File: config.mk
export PLATFORM = sky130hd
export DESIGN_NAME = sfd_mul
export DESIGN_NICKNAME = d
export VERILOG_FILES = /design/src/sv/sfd_pkg.sv /design/src/sv/sfd_mul.sv
export SDC_FILE = /design/constraint.sdc
export NUM_CORES = 1
export LEC_CHECK = 0
export BUFFER_PORTS_ARGS = -buffer_cell sky130_fd_sc_hd__buf_2
export CORE_MARGIN = 10
export CORE_UTILIZATION = 40
export DETAILED_ROUTE_END_ITERATION = 6
export GPL_TIMING_DRIVEN = 0
export MAX_ROUTING_LAYER = met4
export SLEW_MARGIN = 10
export SYNTH_ARGS = -nofsm -noshare
export SYNTH_HDL_FRONTEND = slang
export SYNTH_SLANG_ARGS = --single-unit
File: constraint.sdc
create_clock -name aclk -period 8.85 [get_ports aclk]
set_input_delay 0.4425 -clock aclk [delete_from_list [all_inputs] [get_ports aclk]]
set_output_delay 0.4425 -clock aclk [all_outputs]
set_load 0.02 [all_outputs]
File: src/sv/sfd_pkg.sv
// ----------------------------------------------------------------------------
// sfd_pkg
// Shared types, widths, register codes and helpers for the stereo delay.
// ----------------------------------------------------------------------------
package sfd_pkg;

    localparam int LINE_DEPTH_DEF = 16384;

    localparam int SAMPLE_W   = 24;
    localparam int DELAY_W    = 15;
    localparam int COEF_W     = 16;
    localparam int GAIN_W     = 17;
    localparam int FRAC_W     = 16;
    localparam int CFG_IDX_W  = 3;
    localparam int CFG_DATA_W = 17;

    localparam int OPA_W  = SAMPLE_W + 1;
    localparam int OPB_W  = GAIN_W + 1;
    localparam int PROD_W = OPA_W + OPB_W;
    localparam int SUM_W  = PROD_W + 1;

    localparam logic [COEF_W-1:0] FB_LIMIT = COEF_W'(62259);
    localparam logic [GAIN_W-1:0] GAIN_ONE = GAIN_W'(65536);

    localparam logic [DELAY_W-1:0] DELAY_LEFT_RST  = DELAY_W'(12000);
    localparam logic [DELAY_W-1:0] DELAY_RIGHT_RST = DELAY_W'(12500);
    localparam logic [COEF_W-1:0]  FEEDBACK_RST    = COEF_W'(26214);
    localparam logic [GAIN_W-1:0]  DRY_RST         = GAIN_W'(45875);
    localparam logic [GAIN_W-1:0]  WET_RST         = GAIN_W'(32768);
    localparam logic [COEF_W-1:0]  FILTER_RST      = COEF_W'(19661);

    typedef enum logic [CFG_IDX_W-1:0] {
        REG_DELAY_LEFT    = 3'd0,
        REG_DELAY_RIGHT   = 3'd1,
        REG_FEEDBACK_GAIN = 3'd2,
        REG_DRY_GAIN      = 3'd3,
        REG_WET_GAIN      = 3'd4,
        REG_FILTER_COEFF  = 3'd5
    } reg_idx_t;

    typedef enum logic [1:0] {
        ST_IDLE,
        ST_FETCH,
        ST_CALC
    } state_t;

    // multiplier issue slots; each slot after the first also retires the product of the slot before
    typedef enum logic [2:0] {
        STEP_LP_L  = 3'd0,
        STEP_LP_R  = 3'd1,
        STEP_FB_L  = 3'd2,
        STEP_FB_R  = 3'd3,
        STEP_DRY   = 3'd4,
        STEP_WET_L = 3'd5,
        STEP_WET_R = 3'd6,
        STEP_LAST  = 3'd7
    } step_t;

    typedef struct packed {
        logic  rd_en;
        logic  load_delayed;
        logic  calc;
        step_t step;
        logic  finish;
    } ctrl_t;

    function automatic logic [SAMPLE_W-1:0] sat24(input logic signed [SUM_W-1:0] v);
        logic [SUM_W-SAMPLE_W:0] top;
        logic [SAMPLE_W-1:0]     res;
        top = v[SUM_W-1:SAMPLE_W-1];
        if ((top == '0) || (top == '1)) begin
            res = v[SAMPLE_W-1:0];
        end else if (v[SUM_W-1]) begin
            res = {1'b1, {(SAMPLE_W-1){1'b0}}};
        end else begin
            res = {1'b0, {(SAMPLE_W-1){1'b1}}};
        end
        return res;
    endfunction

endpackage

File: src/sv/sfd_mul.sv
// ----------------------------------------------------------------------------
// sfd_mul
// Shared signed multiplier with registered product.
// ----------------------------------------------------------------------------
module sfd_mul (
    input  logic                                aclk,
    input  logic signed [sfd_pkg::OPA_W-1:0]    a,
    input  logic signed [sfd_pkg::OPB_W-1:0]    b,
    output logic signed [sfd_pkg::PROD_W-1:0]   p
);

    logic signed [sfd_pkg::PROD_W-1:0] p_reg;
    logic signed [sfd_pkg::PROD_W-1:0] p_next;

    assign p_next = a * b;

    always_ff @(posedge aclk) begin
        p_reg <= p_next;
    end

    assign p = p_reg;

endmodule

After elaboration in Yosys (flattened, before gate mapping) --
Cells that the tools add are included.
Word-level totals: bits in registers 43, input bits 44, output and inout bits 43, word-level logic and storage cells 2
Operators by class: multiply operators 1
Operator list (count):
- multiplier 25 x 18 -> 43 bit | 1

Depth between registers and ports, before layout --
depth after elaboration 1, gate-level depth with buffers 25, depth with buffers taken out 23

Least setup slack after synthesis --
No wires, ideal clock.
kind input -> register, from in a[13] in the netlist's numbering, to reg p_reg, in the netlist p[39], library setup time 95 ps, data arrival time 6552 ps, data required time 8755 ps, slack 2203 ps, cell stages on the path 21, buffers on the path 2, cells stage by stage clkbuf_1 -> clkbuf_1 -> nand2_1 -> fa_1 -> fa_1 -> inv_1 -> fa_1 -> inv_1 -> fa_1 -> fa_1 -> fa_1 -> inv_1 -> ha_1 -> and4_4 -> a221o_1 -> a31oi_4 -> o31ai_4 -> o311a_4 -> o311ai_4 -> or4b_1 -> o311ai_1
On the way: word-level cells in the longest chain between the ends 1
Ends and longest elaborated chain:
- start, declared | RTL line sfd_mul.sv:7 | input logic signed [sfd_pkg::OPA_W-1:0] a,
- multiplier 25 x 18 -> 43 bit | RTL line sfd_mul.sv:15 | assign p_next = a * b;
- named net p_next, one bit | RTL line sfd_mul.sv:13 | logic signed [sfd_pkg::PROD_W-1:0] p_next;
- end signal, assigned | RTL line sfd_mul.sv:18 | p_reg <= p_next;
- end, declared | RTL line sfd_mul.sv:12 | logic signed [sfd_pkg::PROD_W-1:0] p_reg;
The timed path passes the listed nets, and every way through them passes these cells.

Worst setup path after layout --
from in a[11] in the netlist's numbering, to reg p_reg, in the netlist p[42]
Same word-level chain as after synthesis.

==> results.cfg <==
[global_routing]
track_usage = 0.213
grt_max_degree = 16
grt_pass1_vias = 13572
grt_pass1_wl_um = 78600
overflow = 0
antenna_found_initial = 4

[synth]
ys_seq_elements = 43
synth_ff_type = dfxtp_1
synth_edf_count = 0
async_flop_share = 0
yosysWarnings = 0
synth_top_area_frac = 0.527
synth_fp_nets = 2422
ys_types = 54
netlist_top_cells_area = fa_1, inv_1, ha_1
yosys.area.top_type = fa_1
avgSynthCellArea_um2 = 9.16
syn_area_um2 = 16800
synthCells = 1830
yosysSeqAreaShare = 0.0514

[worst_setup_path]
path_class = primary input to flip-flop
crit_chain = clkbuf_1, clkbuf_1, nand2_1, fa_1, fa_1, inv_1, fa_1, inv_1, fa_1, fa_1, fa_1, inv_1, ha_1, nand2_1, nor3_1, and4b_1, o2111ai_1, a31oi_1, o21ai_1, nand3b_1, o22ai_1, xnor2_1
crit_top_cell = fa_1
worst_path_largest_cell_delay_ns = 0.74
cpMaxStageDelayCell = nor3_1
crit_arrival_ns = 8.18
endpoint_kind = flip-flop
start_kind = primary input
crit_path_max_fanout = 10
cp_data_required_time_ns = 9.09

[route]
drcViolationCount = 0
routed_wl_um = 49800
postRouteAntennaNets = 0
vias = 12222
wire_per_inst_um = 20.3
via_per_inst = 4.99
drt_iter0_drc = 696
drt_pass1_iterations = 5

[sta]
setup_viol_count_final = 0
max_freq_mhz = 126
slew_headroom = 0.325
rsz0062_at_grt = no
tns_ns = 0
min_period_over_period = 0.898
finalHoldViolCount = 0
drv_slew = 0
tightest_slew_ns = 1.01
layout_min_cycle_time_ns = 7.94

[layout]
largest_reg_flops = 43
nets = 2504
layout_common_cells = inv_1, fa_1, nand2_1, and2_1, ha_1
drive_gt1_frac = 0.0507
num-fill-cells = 4163
layout_commonest_cell = inv_1
areaGrowthSynthToFinish_pct = 7.14

[floorplan]
rows = 74
die_y_um = 225
io_pins = 87
core_um2 = 41100
die_w_um = 225
die_area_um2 = 50500
start_util = 0.408

[placement]
portBuffers = 75
dp_hpwl_um = 42000
gp_congestion = 0.950

[clocking]
cts_buffer_depth = 2
postCtsSetupBuffers = 0
cts.repair.resized = 0
cts.sinks = 43
cts_tree = yes
holdBufCountCts = 0
h-tree-depth = 2
clkSlewWorstSetupHoldPaths_ns = 0.08
numCtsBuffers = 5
clockRootBuffer = clkbuf_16

[hold_path]
hold-path-cell-count = 2
min_from = b[0]
min_to = p[0]
hold_path.class = primary input to flip-flop

[run_status]
status = finished clean

[job]
cap_viol_max_count = 0
## layer usage
layer	global-route usage	wire length [µm]	vias to the layer above
li1	-	-	5381
met1	0.260	20400	6347
met2	0.353	24200	419
met3	0.0383	3580	75
met4	0.0684	1620	0
met5	-	0	-
## layout make-up
type	instances	area, µm²	area share
antenna	3	7.51	0.000418
buffer	74	282	0.0157
clock buffer	5	125	0.00697
clock inverter	3	23.8	0.00132
inverter	508	1910	0.106
multi-input combinational	1205	13700	0.764
sequential	43	861	0.0479
tap	532	666	0.0371
timing repair buffer	75	375	0.0209
## cell usage after synthesis (2+ instances only)
cell / number
clkbuf_1: 72
nor2b_1: 3
a21oi_1: 32
or3_1: 2
nand3_1: 8
o21bai_1: 6
ha_1: 107
xnor2_1: 37
a21o_1: 15
a31oi_1: 4
nand2_1: 278
o2111ai_1: 2
fa_1: 441
nor2_1: 32
and2_1: 163
a221o_1: 2
a211oi_1: 3
nand2b_1: 10
o21ai_1: 4
dfxtp_1: 43
o211ai_1: 2
nor3_1: 5
o21a_1: 2
and3_1: 2
a211o_1: 2
xor2_1: 7
inv_1: 508
a21bo_2: 2
o21ai_0: 10
a21o_2: 2
## worst max-delay path: cells and delay by family
| kind | cells | cell delay (ns) |
|---|---|---|
| buf+inv | 5 | 1.29 |
| fa+ha+maj | 7 | 3.36 |
| simple gates | 5 | 1.75 |
| xor+xnor | 1 | 0.13 |
| compound gates | 4 | 1.17 |
## stage by stage
step | utilization | instances | setup WS, ns | cell area (µm²) | hold WS, ns
after CTS | 0.437 | 2445 | 0.875 | 18000 | 0.452
final | 0.437 | 2448 | 0.905 | 18000 | 0.462
after floorplan | - | 1830 | 2.20 | 16800 | 0.564
after global routing | 0.437 | 2448 | 0.686 | 18000 | 0.475
after detailed placement | 0.433 | 2437 | 0.544 | 17800 | 0.813
after global placement | 0.433 | 2437 | 0.449 | 17800 | 0.806
## cells by family after synthesis
| kind of cell | Yosys count | synth area share |
|---|---|---|
| buffers and inverters | 582 | 0.131 |
| adder cells (fa/ha/maj) | 548 | 0.607 |
| AND/OR/NAND/NOR | 511 | 0.145 |
| AO/OA/AOI/OAI | 102 | 0.0440 |
| XOR/XNOR | 44 | 0.0230 |
| flip-flops | 43 | 0.0514 |
## worst max path at each step
stage,end,depth (start not counted),startpoint,slack [ns]
after floorplan,p[39],21,a[13],2.20
after global placement,p[42],22,a[11],0.45
after detailed placement,p[42],22,a[11],0.54
after CTS,p[42],22,a[10],0.88
after global routing,p[42],22,a[10],0.69
final,p[42],22,a[11],0.91
Power is left out: the tool's default activity adds up to more than one toggle a clock period on the data nets, which glitch-free logic cannot reach.
