`src/sv/sfd_pkg.sv`:
```
// ----------------------------------------------------------------------------
// sfd_pkg
// Shared types, widths, register codes and helpers for the stereo delay.
// ----------------------------------------------------------------------------
package sfd_pkg;

    localparam int LINE_DEPTH_DEF = 16384;

    localparam int SAMPLE_W   = 24;
    localparam int DELAY_W    = 15;
    localparam int COEF_W     = 16;
    localparam int GAIN_W     = 17;
    localparam int FRAC_W     = 16;
    localparam int CFG_IDX_W  = 3;
    localparam int CFG_DATA_W = 17;

    localparam int OPA_W  = SAMPLE_W + 1;
    localparam int OPB_W  = GAIN_W + 1;
    localparam int PROD_W = OPA_W + OPB_W;
    localparam int SUM_W  = PROD_W + 1;

    localparam logic [COEF_W-1:0] FB_LIMIT = COEF_W'(62259);
    localparam logic [GAIN_W-1:0] GAIN_ONE = GAIN_W'(65536);

    localparam logic [DELAY_W-1:0] DELAY_LEFT_RST  = DELAY_W'(12000);
    localparam logic [DELAY_W-1:0] DELAY_RIGHT_RST = DELAY_W'(12500);
    localparam logic [COEF_W-1:0]  FEEDBACK_RST    = COEF_W'(26214);
    localparam logic [GAIN_W-1:0]  DRY_RST         = GAIN_W'(45875);
    localparam logic [GAIN_W-1:0]  WET_RST         = GAIN_W'(32768);
    localparam logic [COEF_W-1:0]  FILTER_RST      = COEF_W'(19661);

    typedef enum logic [CFG_IDX_W-1:0] {
        REG_DELAY_LEFT    = 3'd0,
        REG_DELAY_RIGHT   = 3'd1,
        REG_FEEDBACK_GAIN = 3'd2,
        REG_DRY_GAIN      = 3'd3,
        REG_WET_GAIN      = 3'd4,
        REG_FILTER_COEFF  = 3'd5
    } reg_idx_t;

    typedef enum logic [1:0] {
        ST_IDLE,
        ST_FETCH,
        ST_CALC
    } state_t;

    // multiplier issue slots; each slot after the first also retires the product of the slot before
    typedef enum logic [2:0] {
        STEP_LP_L  = 3'd0,
        STEP_LP_R  = 3'd1,
        STEP_FB_L  = 3'd2,
        STEP_FB_R  = 3'd3,
        STEP_DRY   = 3'd4,
        STEP_WET_L = 3'd5,
        STEP_WET_R = 3'd6,
        STEP_LAST  = 3'd7
    } step_t;

    typedef struct packed {
        logic  rd_en;
        logic  load_delayed;
        logic  calc;
        step_t step;
        logic  finish;
    } ctrl_t;

    function automatic logic [SAMPLE_W-1:0] sat24(input logic signed [SUM_W-1:0] v);
        logic [SUM_W-SAMPLE_W:0] top;
        logic [SAMPLE_W-1:0]     res;
        top = v[SUM_W-1:SAMPLE_W-1];
        if ((top == '0) || (top == '1)) begin
            res = v[SAMPLE_W-1:0];
        end else if (v[SUM_W-1]) begin
            res = {1'b1, {(SAMPLE_W-1){1'b0}}};
        end else begin
            res = {1'b0, {(SAMPLE_W-1){1'b1}}};
        end
        return res;
    endfunction

endpackage

```
`src/sv/sfd_ctrl.sv`:
```
// ----------------------------------------------------------------------------
// sfd_ctrl
// Sequencer: accept, line fetch, eight multiplier slots, result handoff.
// ----------------------------------------------------------------------------
module sfd_ctrl (
    input  logic           aclk,
    input  logic           aresetn,
    input  logic           s_tvalid,
    output logic           s_tready,
    input  logic           out_free,
    output sfd_pkg::ctrl_t ctl
);

    sfd_pkg::state_t state_reg, state_next;
    sfd_pkg::step_t  step_reg, step_next;

    always_ff @(posedge aclk) begin
        if (!aresetn) begin
            state_reg <= sfd_pkg::ST_IDLE;
            step_reg  <= sfd_pkg::STEP_LP_L;
        end else begin
            state_reg <= state_next;
            step_reg  <= step_next;
        end
    end

    always_comb begin
        state_next       = state_reg;
        step_next        = step_reg;
        s_tready         = 1'b0;
        ctl.rd_en        = 1'b0;
        ctl.load_delayed = 1'b0;
        ctl.calc         = 1'b0;
        ctl.step         = step_reg;
        ctl.finish       = 1'b0;
        case (state_reg)
            sfd_pkg::ST_IDLE: begin
                s_tready  = 1'b1;
                ctl.rd_en = s_tvalid;
                if (s_tvalid) begin
                    state_next = sfd_pkg::ST_FETCH;
                end
            end
            sfd_pkg::ST_FETCH: begin
                ctl.load_delayed = 1'b1;
                state_next       = sfd_pkg::ST_CALC;
                step_next        = sfd_pkg::STEP_LP_L;
            end
            sfd_pkg::ST_CALC: begin
                ctl.calc = 1'b1;
                if (step_reg != sfd_pkg::STEP_LAST) begin
                    step_next = sfd_pkg::step_t'(step_reg + 3'd1);
                end else if (out_free) begin
                    ctl.finish = 1'b1;
                    state_next = sfd_pkg::ST_IDLE;
                    step_next  = sfd_pkg::STEP_LP_L;
                end
            end
            default: begin
                state_next = sfd_pkg::ST_IDLE;
                step_next  = sfd_pkg::STEP_LP_L;
            end
        endcase
    end

    a_finish_free: assert property (@(posedge aclk) disable iff (!aresetn)
        ctl.finish |-> out_free)
        else $error("result retired into a busy output register");

    a_step_idle: assert property (@(posedge aclk) disable iff (!aresetn)
        (state_reg != sfd_pkg::ST_CALC) |-> (step_reg == sfd_pkg::STEP_LP_L))
        else $error("step counter left running outside calc");

    a_fetch_calc: assert property (@(posedge aclk) disable iff (!aresetn)
        (state_reg == sfd_pkg::ST_FETCH) |=>
            (state_reg == sfd_pkg::ST_CALC && step_reg == sfd_pkg::STEP_LP_L))
        else $error("fetch not followed by first calc slot");

endmodule

```
`config.mk`:
```
export PLATFORM = sky130hd
export DESIGN_NAME = sfd_ctrl
export DESIGN_NICKNAME = d
export VERILOG_FILES = /design/src/sv/sfd_pkg.sv /design/src/sv/sfd_ctrl.sv
export SDC_FILE = /design/constraint.sdc
export NUM_CORES = 1
export LEC_CHECK = 0
export BUFFER_PORTS_ARGS = -buffer_cell sky130_fd_sc_hd__buf_2
export CORE_AREA = 2 2 39 41
export CTS_BUF_LIST = sky130_fd_sc_hd__clkbuf_16
export CTS_CLUSTER_SIZE = 16
export DETAILED_ROUTE_END_ITERATION = 7
export DIE_AREA = 0 0 41 43
export PLACE_DENSITY = 0.39
export SYNTH_ARGS = -nofsm -noshare
export SYNTH_HDL_FRONTEND = slang
export SYNTH_SLANG_ARGS = --single-unit
```
`constraint.sdc`:
```
create_clock -name aclk -period 2.5 [get_ports aclk]
set_clock_uncertainty 0.2 [all_clocks]
set_input_delay 0.125 -clock aclk [delete_from_list [all_inputs] [get_ports aclk]]
set_output_delay 0.125 -clock aclk [all_outputs]
set_load 0.01 [all_outputs]
```
# Yosys cells after proc, flatten, opt, wreduce, memory -nomap -nowiden
# Cells that the tools add are included.
op_classes:
  addsub: 1
  n_eq_ne: 7
  n_mux: 14
  bitwise_logic: 1
  reduce_logical: 3
ops:
  columns: ["operator", "n"]
  rows:
  - ["1-bit 2-to-1 mux", 7]
  - ["2-bit 2-to-1 mux", 3]
  - ["3-bit 2-to-1 mux", 2]
  - ["2-bit != test, second input constant", 3]
  - ["3-bit != test, second input constant", 2]
  - ["2-bit one-hot mux with 3 select lines", 1]
  - ["3-bit one-hot mux with 2 select lines", 1]
  - ["3-bit by 1-bit adder with 3-bit output, second input constant", 1]
  - ["3-bit AND reduction", 1]
  - ["2-bit by 1-bit == test with 1-bit output, second input constant", 1]
  - ["2-bit == test, second input constant", 1]
  - ["2-bit logical NOT", 1]
  - ["2-bit AND reduction", 1]
  - ["1-bit inverter", 1]
word_totals:
  ff_bits: 5
  in_bits: 4
  out_inout_bits: 8
  wordCells: 28

# Logic depth before layout (Yosys ltp)
# Gate-level depths: netlist (run 1).
depth:
  ltp_word: 3
  depth_mapped: 5
  ltp_nobuf: 5

# Worst setup path before layout (run 1)
# OpenSTA, ideal clock, no wires.
synth_path:
  kind: "register to register"
  start: "register step_reg[0]"
  end: "register step_reg[0]"
  t_arrival_ns: 1.382
  required_time_ns: 2.230
  setup_slack_ns: 0.848
  stages_incl_launch_ff: 6
  n_path_buf: 0
  period_less_slack_ns: 1.652
  cell_sequence: "dfxtp_1 ha_1 ha_1 nor2b_1 or4_1 a21boi_1"
synth_via:
  elab_chain_cells: 3
synth_lines:
  columns: ["element", "line", "source"]
  rows:
  - ["start, declared", "sfd_ctrl.sv:15", "sfd_pkg::step_t step_reg, step_next;"]
  - ["start signal, assigned", "sfd_ctrl.sv:20", "step_reg <= sfd_pkg::STEP_LP_L;"]
  - ["start signal, assigned", "sfd_ctrl.sv:23", "step_reg <= step_next;"]
  - ["3-bit by 1-bit adder with 3-bit output or 3-bit != test (tied branches)", "sfd_ctrl.sv:52, sfd_ctrl.sv:51", null]
  - ["3-bit 2-to-1 mux or 3-bit != test (tied branches)", null, null]
  - ["3-bit one-hot mux with 2 select lines or 2-bit AND reduction (tied branches)", null, null]
# Parallel ways exist; a longest one is shown, timed or not.
# A chain may end at the register's enable or synchronous reset.

# Worst setup path in the final report (run 1)
# Ends and elaborated chain as after synthesis.

==> impl_metrics.env, run 1 <==
export IMPL_wl_per_cell_um=9.672
export IMPL_routed_via_density=4.344
export IMPL_ctsResizeCount=0
export IMPL_coreArea_um2=1384
export IMPL_peakVddDrop_v=0.0004329
export IMPL_grt_pass1_wl_um=966
export IMPL_num_io_pins=12
export IMPL_portBuffers=11
export IMPL_setup_tns_ns=0
export IMPL_synth_top_area_share=0.3704
export IMPL_drtIter0Drc=4
export IMPL_setup_viol=0
export IMPL_first_pass_iters=2
export IMPL_grt_max_degree=7
export IMPL_placed_cells=57
export IMPL_rsz0062_at_grt="no"
export IMPL_finalCritPeriodShare=0.6784
export IMPL_syn_area_um2=270.3
export IMPL_cap_violations=0
export IMPL_grt_util_all_layers=0.08761
export IMPL_layout_area_overhead_vs_synth_pct=68.06
export IMPL_overflow=0
export IMPL_synth_area_top_cells="dfxtp_1 (37%), ha_1 (14%), nor2b_1 (9.3%), o21ai_0 (5.6%), a21boi_0 (5.6%)"
export IMPL_dieArea_um2=1763
export IMPL_ys_seq_area_frac=0.3704
export IMPL_globalplace_congestion=0.6666
export IMPL_cp_end_kind="flop"
export IMPL_vias=278
export IMPL_die_y_um=43
export IMPL_synth_nets=37
export IMPL_worst_pin_slew_ns=0.2167
export IMPL_ys_types=17
export IMPL_max_stage_delay_ns=0.40
export IMPL_cp_max_fo=4
export IMPL_p_leak_nw=0.2273
export IMPL_die_x_um=41
export IMPL_cts_buffer_depth=2
export IMPL_synth_top_cell_by_area="dfxtp_1"
export IMPL_drc=0
export IMPL_insertion_delay_ns=0.23
export IMPL_drt_wl_total_um=619
export IMPL_arrival_ns=1.66
export IMPL_crit_path_start_kind="flop"
export IMPL_postRouteAntennaNets=0
export IMPL_grt_antenna_before_repair=0
export IMPL_fmax_mhz=589.6
export IMPL_cts_tree="done"
export IMPL_drv_slew=0
export IMPL_slew_headroom=0.8552
export IMPL_ys_ff_latch=5
export IMPL_grt_pass1_vias=269
export IMPL_cp_data_required_time_ns=2.46
export IMPL_core_rowCount=14
export IMPL_cp_cell_sequence="ha_1 -> ha_1 -> nor2b_1 -> or4_1 -> a21boi_1"
export IMPL_drive_above_1_share=0.3125
export IMPL_timing_final_hold_violations=0
export IMPL_numCtsBuffers=3
export IMPL_critPathMostFrequentCell="ha_1"
export IMPL_power_density_nw_per_um2=841.5
export IMPL_total_power_mw=0.3822
export IMPL_netlist_instances=30
export IMPL_postSynthAreaPerCell_um2=9.009
export IMPL_min_period_ns=1.696
export IMPL_fin_cells=64
export IMPL_min_path_type="in -> reg"
export IMPL_clkTransAtPathRegs_ns=0.03
export IMPL_cts_root_buf="clkbuf_16"
export IMPL_nets=56
export IMPL_path_class="reg -> reg"
export IMPL_cts_num_sinks=5
export IMPL_outcome="finished clean"
export IMPL_yosysWarnings=0
export IMPL_start_util=0.1953
export IMPL_h_tree_depth=1
export IMPL_diodes=0
export IMPL_largest_reg_flops=3
export IMPL_slowest_stage="or4_1"
-- per-layer routing --
layer  track usage  vias up  wire length [um]
li1              -      142                 -
met1       0.06494      125               218
met2        0.1500        9               321
met3       0.03665        2                57
met4       0.08000        0                21
met5             0        -                 0
-- cell usage in the layout, fill, tap and decap left out --
cell           synthesis  final
clkbuf_16              0      3
nor2_1                 1      1
or4_1                  1      1
and2_1                 1      1
a21boi_1               1      1
and2b_1                1      1
o21ai_0                3      3
dfxtp_1                5      5
nand3_1                1      1
nand2b_1               1      1
buf_2                  0     11
inv_2                  1      1
nand2_1                1      1
nor2b_1                4      4
ha_1                   3      3
nand4b_1               1      1
a21oi_1                1      1
inv_1                  0      1
dlygate4sd3_1          0      3
and3_1                 2      2
a21boi_0               2      2
-- cells in the mapped netlist --
master / instances
nor2_1: 1
nand3_1: 1
nand2b_1: 1
nand2_1: 1
and3_1: 2
a21boi_1: 1
and2_1: 1
o21ai_0: 3
a21oi_1: 1
or4_1: 1
nand4b_1: 1
and2b_1: 1
inv_2: 1
ha_1: 3
a21boi_0: 2
nor2b_1: 4
dfxtp_1: 5
-- worst paths after layout --
| path | startpoint | endpoint | slack [ns] | cells after the start |
|---|---|---|---|---|
| max | step_reg[0] | step_reg[0] | 0.80 | 5 |
| min | out_free | state_reg[1] | 0.06 | 4 |
| max reg2reg | step_reg[0] | step_reg[0] | 0.80 | 5 |
| min reg2reg | step_reg[1] | step_reg[1] | 0.30 | 2 |
-- cell type report --
class	count	area, um^2
Clock buffer	3	75.07
Clock inverter	1	3.754
Fill cell	154	929.6
Inverter	1	3.754
Multi-Input combinational cell	24	166.4
Sequential cell	5	100.1
Tap cell	16	20.02
Timing Repair Buffer	14	85.08
-- power breakdown --
group / total (mW) / switching [mW] / leakage (nW) / internal, mW
registers: 0.0877 / 0.00375 / 0.0407 / 0.0839
clock network: 0.264 / 0.0565 / 0.0423 / 0.208
logic: 0.0305 / 0.0137 / 0.144 / 0.0167
-- through the flow --
stage               hold WS (ns)  area [um^2]  utilization  setup slack (ns)
floorplan                0.05317        270.3            -            0.8484
global placement          0.1650        345.3       0.2495            0.8276
detailed placement        0.1694        345.3       0.2495            0.8002
CTS                      0.06971        454.2       0.3282            0.7864
global route              0.1114        454.2       0.3282            0.7276
finish                   0.06330        454.2       0.3282            0.8039
-- timing repair --
| item | 4_1_cts | 5_1_grt |
|---|---|---|
| endpoints found under the hold margin | 2 | 0 |
| buffers inserted | 0 | 0 |
| hold buffers | 3 | 0 |
-- critical path: cells and delay by family, from the launching register on --
| kind | cells | cell delay, ns |
|---|---|---|
| AOI/OAI and AO/OA | 1 | 0.12 |
| and+or+nand+nor | 2 | 0.56 |
| adders and majority gates | 2 | 0.43 |
| DFF | 1 | 0.32 |
-- cell families after synthesis --
kind of cell,count (synthesis),synth area share
compound gates,7,0.1574
simple gates,14,0.3194
buf+inv,1,0.01388
fa+ha+maj,3,0.1389
flops,5,0.3704
Note: power is estimated with default switching activity, not from simulation.
==> inputs of run 2 (changes only) <==
Settings changed: PLACE_DENSITY 0.39 to 0.4.
Clock period 2.5 ns to 1.45 ns, I/O delays scaled along.
==> run 2 against run 1 <==
The run now ends with setup timing left. Setup slack worse by 0.90 ns. Power is 73% higher. Maximum frequency is 9.3% higher. Global-route usage is 2.2 points higher. Clock-buffer cell count stayed put. Final cell count is 6.3% higher. Hold slack worse by 0.0099 ns.
==> impl_metrics.env, run 2 (same netlist as run 1, synthesis figures left out) <==
export IMPL_outcome="finished with violations"
export IMPL_violations="setup timing"
export IMPL_worst_pin_slew_ns=0.2111
export IMPL_crit_path_start_kind="flop"
export IMPL_dieArea_um2=1763
export IMPL_drtIter0Drc=4
export IMPL_nets=60
export IMPL_coreArea_um2=1384
export IMPL_insertion_delay_ns=0.23
export IMPL_slew_headroom=0.8591
export IMPL_cts_num_sinks=5
export IMPL_drv_slew=0
export IMPL_arrival_ns=1.51
export IMPL_largest_reg_flops=3
export IMPL_grt_pass1_wl_um=1207
export IMPL_cp_data_required_time_ns=1.41
export IMPL_core_rowCount=14
export IMPL_timing_final_hold_violations=0
export IMPL_cts_buffer_depth=2
export IMPL_rsz0062_at_grt="yes"
export IMPL_peakVddDrop_v=0.0008214
export IMPL_path_class="reg -> reg"
export IMPL_drt_wl_total_um=700
export IMPL_placed_cells=62
export IMPL_layout_area_overhead_vs_synth_pct=92.13
export IMPL_min_path_type="in -> reg"
export IMPL_clkPwrFrac=0.680
export IMPL_num_io_pins=12
export IMPL_cp_end_kind="flop"
export IMPL_overflow=0
export IMPL_fmax_mhz=644.7
export IMPL_portBuffers=11
export IMPL_numCtsBuffers=3
export IMPL_min_to="state_reg[1]"
export IMPL_grt_antenna_before_repair=0
export IMPL_grt_util_all_layers=0.1097
export IMPL_cap_violations=0
export IMPL_power_frac_seq=0.227
export IMPL_setup_viol=2
export IMPL_fin_cells=68
export IMPL_power_switching_mw=0.1264
export IMPL_comb_power_share=0.093
export IMPL_rrSetupSlack_ns=-0.10
export IMPL_routed_via_density=4.279
export IMPL_place_hpwl_um=554.8
export IMPL_finalCritPeriodShare=1.070
export IMPL_diodes=0
export IMPL_min_from="out_free"
export IMPL_power_density_nw_per_um2=1274
export IMPL_p_int_mw=0.5352
export IMPL_first_pass_iters=3
export IMPL_swShare=0.1911
export IMPL_cts_tree="done"
export IMPL_die_y_um=43
export IMPL_grt_max_degree=6
export IMPL_cts_root_buf="clkbuf_16"
export IMPL_postRouteAntennaNets=0
export IMPL_die_x_um=41
export IMPL_final_cell_mix="buf_2 (11), buf_4 (5)"
export IMPL_grt_pass1_vias=317
export IMPL_drc=0
export IMPL_vias=291
export IMPL_hold_depth=4
export IMPL_min_period_ns=1.551
export IMPL_total_power_mw=0.6616
export IMPL_start_util=0.1953
export IMPL_cp_max_fo=4
export IMPL_globalplace_congestion=0.7230
export IMPL_post_route_worst_setup_slack_ns=-0.1011
export IMPL_reg2regPathDepth=5
export IMPL_drive_above_1_share=0.5000
export IMPL_p_leak_nw=0.2409
export IMPL_clkTransAtPathRegs_ns=0.03
export IMPL_h_tree_depth=1
export IMPL_cts_setup_buffers=0
export IMPL_final_common_cell="buf_2"
export IMPL_r2r_start="step_reg[1]"
export IMPL_r2r_end="step_reg[0]"
export IMPL_wl_per_cell_um=10.29
run 2: cell count changes in the layout (fill, tap and decap cells not counted), moves of 2 or more:
cell     delta
buf_4       +5
dfxtp_1     -2
dfxtp_2     +2
ha_1        -3
ha_4        +2
run 2: routing by layer:
layer | wire length [um] | track usage | vias to the layer above
li1 | - | - | 149
met1 | 266 | 0.1003 | 131
met2 | 376 | 0.1688 | 9
met3 | 48 | 0.07853 | 2
met4 | 8 | 0.06000 | 0
met5 | 0 | 0 | -
run 2: what timing repair did:
item,in CTS,in global routing
gates resized for setup,2,1
pin swaps,1,1
cloned,0,0
hold buffers,2,0
hold endpoints to repair,2,0
setup endpoints to repair,3,3
run 2: stage by stage:
step	cell area (um^2)	TNS, ns	util	hold WS (ns)	setup WS [ns]
after global placement	412.9	-0.1395	0.2984	0.1236	-0.1395
after detailed placement	412.9	-0.1608	0.2984	0.1164	-0.1540
after CTS	516.7	-0.2094	0.3734	0.05826	-0.1086
after global routing	519.2	-0.2855	0.3752	0.09705	-0.1512
after floorplan	300.3	-0.1331	-	0.0006666	-0.1331
final	519.2	-0.1952	0.3752	0.05339	-0.1011
run 2: worst max path at each step:
stage                startpoint           to  cells past startpoint
floorplan           step_reg[1]  step_reg[0]                      5
global placement    step_reg[1]  step_reg[0]                      5
detailed placement  step_reg[1]  step_reg[0]                      5
CTS                 step_reg[1]  step_reg[0]                      5
global route        step_reg[1]  step_reg[0]                      5
finish              step_reg[1]  step_reg[0]                      5
run 2: power by group through the flow:
stage               clock (mW)  sequential [mW]  combinational [mW]
floorplan                    0            0.154              0.0271
global placement             0            0.152              0.0574
detailed placement           0            0.152              0.0580
CTS                      0.455            0.150              0.0629
global route             0.465            0.151              0.0695
finish                   0.450            0.150              0.0615
run 2: final cells by class:
type                    count  area [um^2]
inverters                   1        3.754
clock inverters             1        3.754
repair buffers             18        112.6
fillers                   147        864.6
flip-flops and latches      5        102.6
multi-input cells          24        201.4
clock buffers               3        75.07
well taps                  16        20.02
run 2: worst max-delay path, cell delays in order, from the launching register on:
cell	delay [ns]
dfxtp_2	0.32
ha_4	0.17
ha_4	0.15
nor2b_4	0.12
or4_1	0.39
a21boi_1	0.12
